[src/rtl/eti_pkg.sv]
// Shared types and constants for the three-point uniform-grid interpolator.
// Used by the channel interfaces and every module of the block; no dependencies.
package eti_pkg;

    // Sample table geometry
    localparam int unsigned INDEX_W     = 6;
    localparam int unsigned TABLE_DEPTH = 2 ** INDEX_W;

    // Field widths
    localparam int unsigned CMD_W    = 2;
    localparam int unsigned DATA_W   = 32;
    localparam int unsigned POINTS_W = 7;
    localparam int unsigned CFG_INDEX_W = 2;

    // Grid coordinate u and centre-relative t
    localparam int unsigned UQ_W = 50;
    localparam int unsigned CR_W = UQ_W - 16;
    localparam int unsigned TQ_W = 24;
    localparam int          T_LIMIT = 64 * 65536;

    // Weighted sum of three products; stays below 2^62 in magnitude
    localparam int unsigned SUM_W = 64;

    // Command codes
    localparam logic [CMD_W-1:0] CMD_WRITE = 2'd0;
    localparam logic [CMD_W-1:0] CMD_VALUE = 2'd1;
    localparam logic [CMD_W-1:0] CMD_SLOPE = 2'd2;

    // Configuration register indexes
    localparam logic [CFG_INDEX_W-1:0] CFG_GRID_START   = 2'd0;
    localparam logic [CFG_INDEX_W-1:0] CFG_INVERSE_STEP = 2'd1;
    localparam logic [CFG_INDEX_W-1:0] CFG_POINTS       = 2'd2;

    // Number of register stages in the combine section
    localparam int unsigned CMB_STAGES = 7;

    typedef struct packed {
        logic signed [DATA_W-1:0] grid_start;
        logic        [DATA_W-1:0] inverse_step;
        logic      [POINTS_W-1:0] points_in_use;
    } cfg_t;

    typedef struct packed {
        logic        [CMD_W-1:0]   command;
        logic        [INDEX_W-1:0] entry_index;
        logic signed [DATA_W-1:0]  entry_value;
        logic signed [DATA_W-1:0]  query_x;
    } req_t;

    // Located query (or pending table write) handed to the sample store
    typedef struct packed {
        logic        [CMD_W-1:0]   command;
        logic        [INDEX_W-1:0] entry_index;
        logic signed [DATA_W-1:0]  entry_value;
        logic signed [UQ_W-1:0]    uq;
        logic        [INDEX_W-1:0] centre;
    } loc_item_t;

    // Offset and neighboring samples handed to the combine section
    typedef struct packed {
        logic                     slope;
        logic signed [TQ_W-1:0]   tq;
        logic signed [DATA_W-1:0] y0;
        logic signed [DATA_W-1:0] y1;
        logic signed [DATA_W-1:0] y2;
    } pt_item_t;

    typedef struct packed {
        logic signed [DATA_W-1:0] result_value;
        logic                     saturated;
    } rsp_t;

endpackage

[src/rtl/eti_locate.sv]
// Four-stage front end: grid coordinate u = (x - start) * inverse_step, then centre index.
// Depends on eti_pkg.
module eti_locate (
    input  logic               clk,
    input  logic               rst_n,
    input  eti_pkg::cfg_t      cfg,
    input  logic               in_valid,
    output logic               in_ready,
    input  eti_pkg::req_t      in_item,
    output logic               out_valid,
    input  logic               out_ready,
    output eti_pkg::loc_item_t out_item
);
    import eti_pkg::*;

    // Stage valid bits and load enables (A, B, C, D)
    logic a_valid_reg, b_valid_reg, c_valid_reg, d_valid_reg;
    logic a_valid_next;
    logic a_en, b_en, c_en, d_en;

    // Stage A: difference to grid start as sign and magnitude
    logic signed [DATA_W:0] a_diff;
    logic        [DATA_W:0] a_mag_full;
    logic                   a_neg_next;
    logic  [CMD_W-1:0]      a_cmd_reg;
    logic  [INDEX_W-1:0]    a_index_reg;
    logic  [DATA_W-1:0]     a_value_reg;
    logic                   a_neg_reg;
    logic  [DATA_W-1:0]     a_mag_reg;

    // Stage B: unsigned product with the inverse step
    logic [2*DATA_W-1:0]    b_prod_next;
    logic [CMD_W-1:0]       b_cmd_reg;
    logic [INDEX_W-1:0]     b_index_reg;
    logic [DATA_W-1:0]      b_value_reg;
    logic                   b_neg_reg;
    logic [2*DATA_W-1:0]    b_prod_reg;

    // Stage C: floor to signed Q34.16
    logic [2*DATA_W:0]      c_up;
    logic [UQ_W-1:0]        c_neg_uq;
    logic signed [UQ_W-1:0] c_uq_next;
    logic [CMD_W-1:0]       c_cmd_reg;
    logic [INDEX_W-1:0]     c_index_reg;
    logic [DATA_W-1:0]      c_value_reg;
    logic signed [UQ_W-1:0] c_uq_reg;

    // Stage D: round to nearest sample and clamp to the usable range
    logic signed [UQ_W-1:0] d_sum;
    logic signed [CR_W-1:0] d_round;
    logic [POINTS_W-1:0]    d_points;
    logic [POINTS_W-1:0]    d_max_full;
    logic [INDEX_W-1:0]     d_max;
    logic [INDEX_W-1:0]     d_centre_next;
    logic [CMD_W-1:0]       d_cmd_reg;
    logic [INDEX_W-1:0]     d_index_reg;
    logic [DATA_W-1:0]      d_value_reg;
    logic signed [UQ_W-1:0] d_uq_reg;
    logic [INDEX_W-1:0]     d_centre_reg;

    // Advance a stage when it is empty or its successor advances
    assign d_en     = !d_valid_reg || out_ready;
    assign c_en     = !c_valid_reg || d_en;
    assign b_en     = !b_valid_reg || c_en;
    assign a_en     = !a_valid_reg || b_en;
    assign in_ready = a_en;

    // Drop the unused command code at entry
    assign a_valid_next = in_valid && (in_item.command == CMD_WRITE
                                    || in_item.command == CMD_VALUE
                                    || in_item.command == CMD_SLOPE);

    always_comb
    begin
        a_diff = $signed({in_item.query_x[DATA_W-1], in_item.query_x})
               - $signed({cfg.grid_start[DATA_W-1], cfg.grid_start});
        a_neg_next = a_diff[DATA_W];
        a_mag_full = a_neg_next ? (~a_diff + (DATA_W+1)'(1)) : a_diff;
    end

    assign b_prod_next = (2*DATA_W)'(a_mag_reg) * (2*DATA_W)'(cfg.inverse_step);

    // Negative side rounds the magnitude up so that u is a floor
    always_comb
    begin
        c_up      = {1'b0, b_prod_reg} + (2*DATA_W+1)'(16'hFFFF);
        c_neg_uq  = ~({1'b0, c_up[2*DATA_W:16]}) + UQ_W'(1);
        c_uq_next = b_neg_reg ? $signed(c_neg_uq)
                              : $signed({2'b00, b_prod_reg[2*DATA_W-1:16]});
    end

    always_comb
    begin
        d_sum   = c_uq_reg + $signed(UQ_W'(32'h8000));
        d_round = d_sum[UQ_W-1:16];
        if (cfg.points_in_use < POINTS_W'(3))
        begin
            d_points = POINTS_W'(3);
        end
        else if (cfg.points_in_use > POINTS_W'(TABLE_DEPTH))
        begin
            d_points = POINTS_W'(TABLE_DEPTH);
        end
        else
        begin
            d_points = cfg.points_in_use;
        end
        d_max_full = d_points - POINTS_W'(2);
        d_max      = d_max_full[INDEX_W-1:0];
        if (d_round < $signed(CR_W'(1)))
        begin
            d_centre_next = INDEX_W'(1);
        end
        else if (d_round > $signed({{(CR_W-INDEX_W){1'b0}}, d_max}))
        begin
            d_centre_next = d_max;
        end
        else
        begin
            d_centre_next = d_round[INDEX_W-1:0];
        end
    end

    // Valid bits
    always_ff @(posedge clk or negedge rst_n)
    begin
        if (!rst_n)
        begin
            a_valid_reg <= 1'b0;
            b_valid_reg <= 1'b0;
            c_valid_reg <= 1'b0;
            d_valid_reg <= 1'b0;
        end
        else
        begin
            if (a_en)
            begin
                a_valid_reg <= a_valid_next;
            end
            if (b_en)
            begin
                b_valid_reg <= a_valid_reg;
            end
            if (c_en)
            begin
                c_valid_reg <= b_valid_reg;
            end
            if (d_en)
            begin
                d_valid_reg <= c_valid_reg;
            end
        end
    end

    // Payload registers
    always_ff @(posedge clk)
    begin
        if (a_en)
        begin
            a_cmd_reg   <= in_item.command;
            a_index_reg <= in_item.entry_index;
            a_value_reg <= in_item.entry_value;
            a_neg_reg   <= a_neg_next;
            a_mag_reg   <= a_mag_full[DATA_W-1:0];
        end
        if (b_en)
        begin
            b_cmd_reg   <= a_cmd_reg;
            b_index_reg <= a_index_reg;
            b_value_reg <= a_value_reg;
            b_neg_reg   <= a_neg_reg;
            b_prod_reg  <= b_prod_next;
        end
        if (c_en)
        begin
            c_cmd_reg   <= b_cmd_reg;
            c_index_reg <= b_index_reg;
            c_value_reg <= b_value_reg;
            c_uq_reg    <= c_uq_next;
        end
        if (d_en)
        begin
            d_cmd_reg    <= c_cmd_reg;
            d_index_reg  <= c_index_reg;
            d_value_reg  <= c_value_reg;
            d_uq_reg     <= c_uq_reg;
            d_centre_reg <= d_centre_next;
        end
    end

    assign out_valid            = d_valid_reg;
    assign out_item.command     = d_cmd_reg;
    assign out_item.entry_index = d_index_reg;
    assign out_item.entry_value = d_value_reg;
    assign out_item.uq          = d_uq_reg;
    assign out_item.centre      = d_centre_reg;

endmodule

[config.mk]
export PLATFORM = sky130hd
export DESIGN_NAME = eti_locate
export DESIGN_NICKNAME = d
export VERILOG_FILES = /design/src/rtl/eti_pkg.sv /design/src/rtl/eti_locate.sv
export SDC_FILE = /design/constraint.sdc
export NUM_CORES = 2
export LEC_CHECK = 0
export ABC_AREA = 1
export BUFFER_PORTS_ARGS = -buffer_cell sky130_fd_sc_hd__buf_2
export CELL_PAD_IN_SITES_DETAIL_PLACEMENT = 0
export CELL_PAD_IN_SITES_GLOBAL_PLACEMENT = 2
export CORE_UTILIZATION = 42
export CTS_BUF_LIST = sky130_fd_sc_hd__clkbuf_16
export DETAILED_ROUTE_END_ITERATION = 12
export GPL_TIMING_DRIVEN = 0
export PLACE_DENSITY_LB_ADDON = 0.1
export REMOVE_ABC_BUFFERS = 1
export SYNTH_ARGS = -nofsm -noshare
export SYNTH_HDL_FRONTEND = slang
export SYNTH_SLANG_ARGS = --single-unit
[constraint.sdc]
create_clock -name clk -period 25.9 [get_ports clk]
set_clock_uncertainty 0.1 [all_clocks]
set_input_delay 6.475 -clock clk [delete_from_list [all_inputs] [get_ports clk]]
set_output_delay 6.475 -clock clk [all_outputs]
set_load 0.02 [all_outputs]
[Word level (Yosys, flattened, before mapping)]
Index checks and enable logic that the tools add are counted.
Storage, ports and cells
  input bits: 147
  register bits after elaboration: 368
  word-level logic and storage cells: 56
Cells by class
  add/subtract/negate cells: 6
  magnitude comparators: 4
  bitwise logic cells: 2
  eq/ne operators: 2
  reduce and logical (&&, ||, !) cells: 12
  multiply operators: 1
  mux-type cells: 5
Operators with widths (count)
  64-bit by 16-bit adder with 65-bit output, second input constant: 1
  32-bit by 32-bit multiplier with 64-bit output: 1
  50-bit by 1-bit adder with 50-bit output, second input constant: 1
  50-bit by 17-bit adder with 50-bit output, second input constant: 1
  49-bit NOT with 50-bit output: 1
  48-bit two-way mux: 1
  34-bit by 7-bit > comparator with 1-bit output: 1
  34-bit by 2-bit less-than comparator with 1-bit output, second input constant: 1
  32-bit by 32-bit subtractor with 33-bit output: 1
  32-bit by 2-bit adder with 32-bit output, second input constant: 1
  32-bit two-way mux: 1
  32-bit NOT: 1
  6-bit two-way mux: 3
  7-bit > comparator, second input constant: 1
  7-bit by 2-bit less-than comparator with 1-bit output, second input constant: 1
  1-bit logical OR: 6
  6-bit by 2-bit subtractor with 6-bit output, second input constant: 1
  1-bit logical NOT: 4
  2-bit by 1-bit == test with 1-bit output, second input constant: 1
  2-bit == test, second input constant: 1
  2-bit logical NOT: 1
  1-bit logical AND: 1

[Longest topological paths before layout]
  word-level depth: 6
  gate-level depth with buffers: 31
  gate-level depth less buffers: 30

[Worst setup path after synthesis]
No wires, ideal clock.
  kind: input to output
  from: input out_ready
  to: output in_ready
  path slack: 7028 ps
  arrival: 12297 ps
  stages on the path: 6
  data required time: 19325 ps
  cell sequence: nor2_1 -> inv_1 -> nor2_1 -> inv_1 -> nor2_1 -> nand2_1
On the way
  cells in the longest elaborated chain, start to end: 4
RTL lines
  start: declaration: line eti_locate.sv:11  | input logic out_ready,
  1-bit logical OR: line eti_locate.sv:62  | assign d_en = !d_valid_reg || out_ready;
  net d_en: line eti_locate.sv:19  | logic a_en, b_en, c_en, d_en;
  1-bit logical OR: line eti_locate.sv:63  | assign c_en = !c_valid_reg || d_en;
  net c_en: line eti_locate.sv:19
  1-bit logical OR: line eti_locate.sv:64  | assign b_en = !b_valid_reg || c_en;
  1-bit logical OR: line eti_locate.sv:65  | assign a_en = !a_valid_reg || b_en;
  end: declaration: line eti_locate.sv:8  | output logic in_ready,
The timed path passes the listed nets, and every way through them passes these cells.

[Final worst setup path]
Same ends and word-level chain as after synthesis.

==> summary.md <==
| Metric | Value |
|---|---|
| Status | complete, no violations |
| Fin. max-slew vios | 0 |
| Clk_lat worst skew | around 0.61 ns |
| DP HPWL | 136000 µm |
| Max cap viols | 0 |
| Cts bufs inserted | 40 |
| Clk sink count | between 300 and 400 |
| Final setup fails | 0 |
| Register area share after synthesis | about a fifth |
| CTS clock-pin slew for the worst setup and hold paths | 0.06 ns |
| Hold_ws | approximately 0.29 ns |
| Vias in the first global route | 44900 |
| Die height | approximately 360 µm |
| Warning count from the yosys run | 0 |
| Largest net degree at the start of global routing | 77 |
| Initial antenna violation count | 1 |
| Count of different cell masters after synthesis | 54 |
| Overflow after GRT | 0 |
| CTS Root Buffer Type | clkbuf_16 |
| Flops & latches, synth | about 370 |
| Max Freq | between 60 and 70 MHz |
| Tmin final | between 15 and 20 ns |
| Htree depth | 2 |
| Worst setup EP type | primary output |
| Placed Area | 59300 µm² |
| Die area | roughly 130000 µm² |
| Crit-path max FO | 58 |
| Fin crit share | ~61% |
| Critical Path Start Type | input pin |
| Final Net Count | between 8000 and 9000 |
| Ys async rst share | under 10% |
| # IOs | ~250 |
| Effective utilization at floorplan | a little over two fifths |
| Gr usage total | 25.0% |
| Vias per inst | about 4.8 |
| Post-cts sizing count | 0 |
| Global-route wire length before repair | 255000 µm |
| Setup TNS | 0 ns |
| Area occupied by multi-input gates | 36100 µm² |
| Drt drc | 0 |
| WL final | between 150000 and 200000 µm |
| Slew Limit Headroom | 25.8% |
| Wire length per cell | 18.2 µm |
| Mapped Cells | 6918 |
| Top_reg_cell synth | edfxtp_1 |
| Row Count | 132 |
| Fin area | around 60000 µm² |
| Clk buf depth | 3 |
| Critical path class | in -> out |
| Seq. cell area | approximately 11000 µm² |
| Routability cong. | around 0.93 |
| Final hold violation count | 0 |
| Netlist Area Pre-Place | ~55000 µm² |
| Layout area overhead | 9.73% |
| RSZ-0062 raised after global routing | false |
| Largest register FFs | 64 |
| Buffers on Ports | about 240 |
| WP data required | 19.32 ns |
| Layout cell share with drive strength beyond 1 | roughly 7.0% |
| Syn avg cell area | approximately 8 µm² |
| DRT antenna net count | 0 |
| Commonest non-fill, non-tap cells in the layout | nand2_1, inv_1, fa_1, nor2_1, edfxtp_1 |
| Post-cts hold buffer count | 0 |
| Placeable Area | 130000 µm² |
| DIE WIDTH | around 360 µm |
| Worst Path Arrival | just over 9 ns |
| Commonest non-fill, non-tap cell in the layout | nand2_1 |
| Buffers inserted during post-CTS setup optimization | 0 |
| Core Util, Final | between 40% and 50% |
| 1st-iter DRT viols | approximately 2400 |
| 1st-pass router iterations | 5 |
| Post-synth EDFFs | 364 |
| Clock tree from TritonCTS | done |
| Worst Hold Class | reg -> reg |
| Worst slew pin tran | 1.11 ns |
| Filler instances | between 10000 and 15000 |
| Vias | between 40000 and 50000 |
## final cells by class
cell class | instances | share of cell area [%]
Antenna cell | 1 | 0.00413
Clock buffer | 41 | 1.69
Clock inverter | 31 | 0.401
Inverter | 1923 | 11.9
Multi-Input combinational cell | 4417 | 59.7
Sequential cell | 368 | 18.2
Tap cell | 1742 | 3.60
Timing Repair Buffer | 302 | 4.51
## stage by stage
step / cells / setup slack [ns]
6_report: 8825 / 10.22
5_1_grt: 8825 / 9.94
4_1_cts: 8824 / 10.10
3_5_place_dp: 8752 / 10.12
3_3_place_gp: 8694 / 4.01
2_1_floorplan: 6708 / 7.03
## final timing paths
path | from | end | cells past startpoint | slack (ns)
worst min register to register | b_value_reg[2] | c_value_reg[2] | 0 | 0.29
worst min-delay path | b_value_reg[2] | c_value_reg[2] | 0 | 0.29
worst max register to register | a_mag_reg[14] | b_prod_reg[60] | 26 | 17.54
worst max-delay path | out_ready | in_ready | 10 | 10.22
max in group asynchronous | rst_n | b_valid_reg | 1 | 19.99
min in group asynchronous | rst_n | c_valid_reg | 1 | 5.59
## per-layer routing
metal	part of all wire, %	track usage [%]	wire length, µm
met1	44	33.3	70800
met2	49	43.7	79300
met3	4.7	2.79	7510
met4	1.9	4.91	3120
met5	0	0	0
## logic make-up (layout without fill, tap and decap cells)
kind of cell / count (synthesis) / count (layout) / synth area share [%]
and+or+nand+nor: 2790 / 2790 / 20.9
buffers and inverters: 2133 / 2297 / 14.6
adders and majority gates: 1202 / 1202 / 39.4
DFF: 368 / 368 / 20.0
AOI/OAI and AO/OA: 283 / 283 / 2.89
xor gates and xnor gates: 142 / 142 / 2.25
other: 0 / 1 / 0
## synth_stat cells, types with 4 or more instances
| library cell | instances | share of area (%) |
|---|---|---|
| a31oi_1 | 18 | 0.20 |
| nor2_2 | 30 | 0.34 |
| nand2_1 | 1961 | 13 |
| xnor2_1 | 46 | 0.73 |
| nand3_1 | 201 | 1.8 |
| a21boi_0 | 5 | 0.068 |
| and3_1 | 6 | 0.068 |
| edfxtp_1 | 364 | 20 |
| and2_1 | 9 | 0.10 |
| inv_2 | 10 | 0.068 |
| buf_2 | 4 | 0.036 |
| fa_1 | 897 | 33 |
| inv_1 | 1910 | 13 |
| nand4_1 | 58 | 0.66 |
| nand2_4 | 6 | 0.12 |
| clkbuf_1 | 200 | 1.4 |
| nand3_2 | 11 | 0.20 |
| o21ai_0 | 85 | 0.77 |
| nor3_1 | 42 | 0.38 |
| nor2_4 | 15 | 0.31 |
| ha_1 | 305 | 6.9 |
| nor4_1 | 7 | 0.079 |
| a21oi_1 | 107 | 0.97 |
| nand3b_1 | 12 | 0.16 |
| o31ai_1 | 4 | 0.054 |
| a21o_1 | 10 | 0.14 |
| nor2_1 | 383 | 2.6 |
| nand2_2 | 35 | 0.40 |
| xor2_1 | 96 | 1.5 |
| dfrtp_1 | 4 | 0.18 |
| o21ai_1 | 15 | 0.14 |
| o21bai_1 | 20 | 0.27 |
## worst max-delay path: stages
cell	delay [ns]
buf_2	0.07
nor2_1	0.06
inv_4	0.42
buf_16	0.32
nor2_1	0.12
inv_4	0.42
nor2_1	0.22
nand2_4	0.45
buf_16	0.28
buf_2	0.22
Power is left out: the tool's default activity adds up to more than one toggle a clock period on the data nets, which glitch-free logic cannot reach.
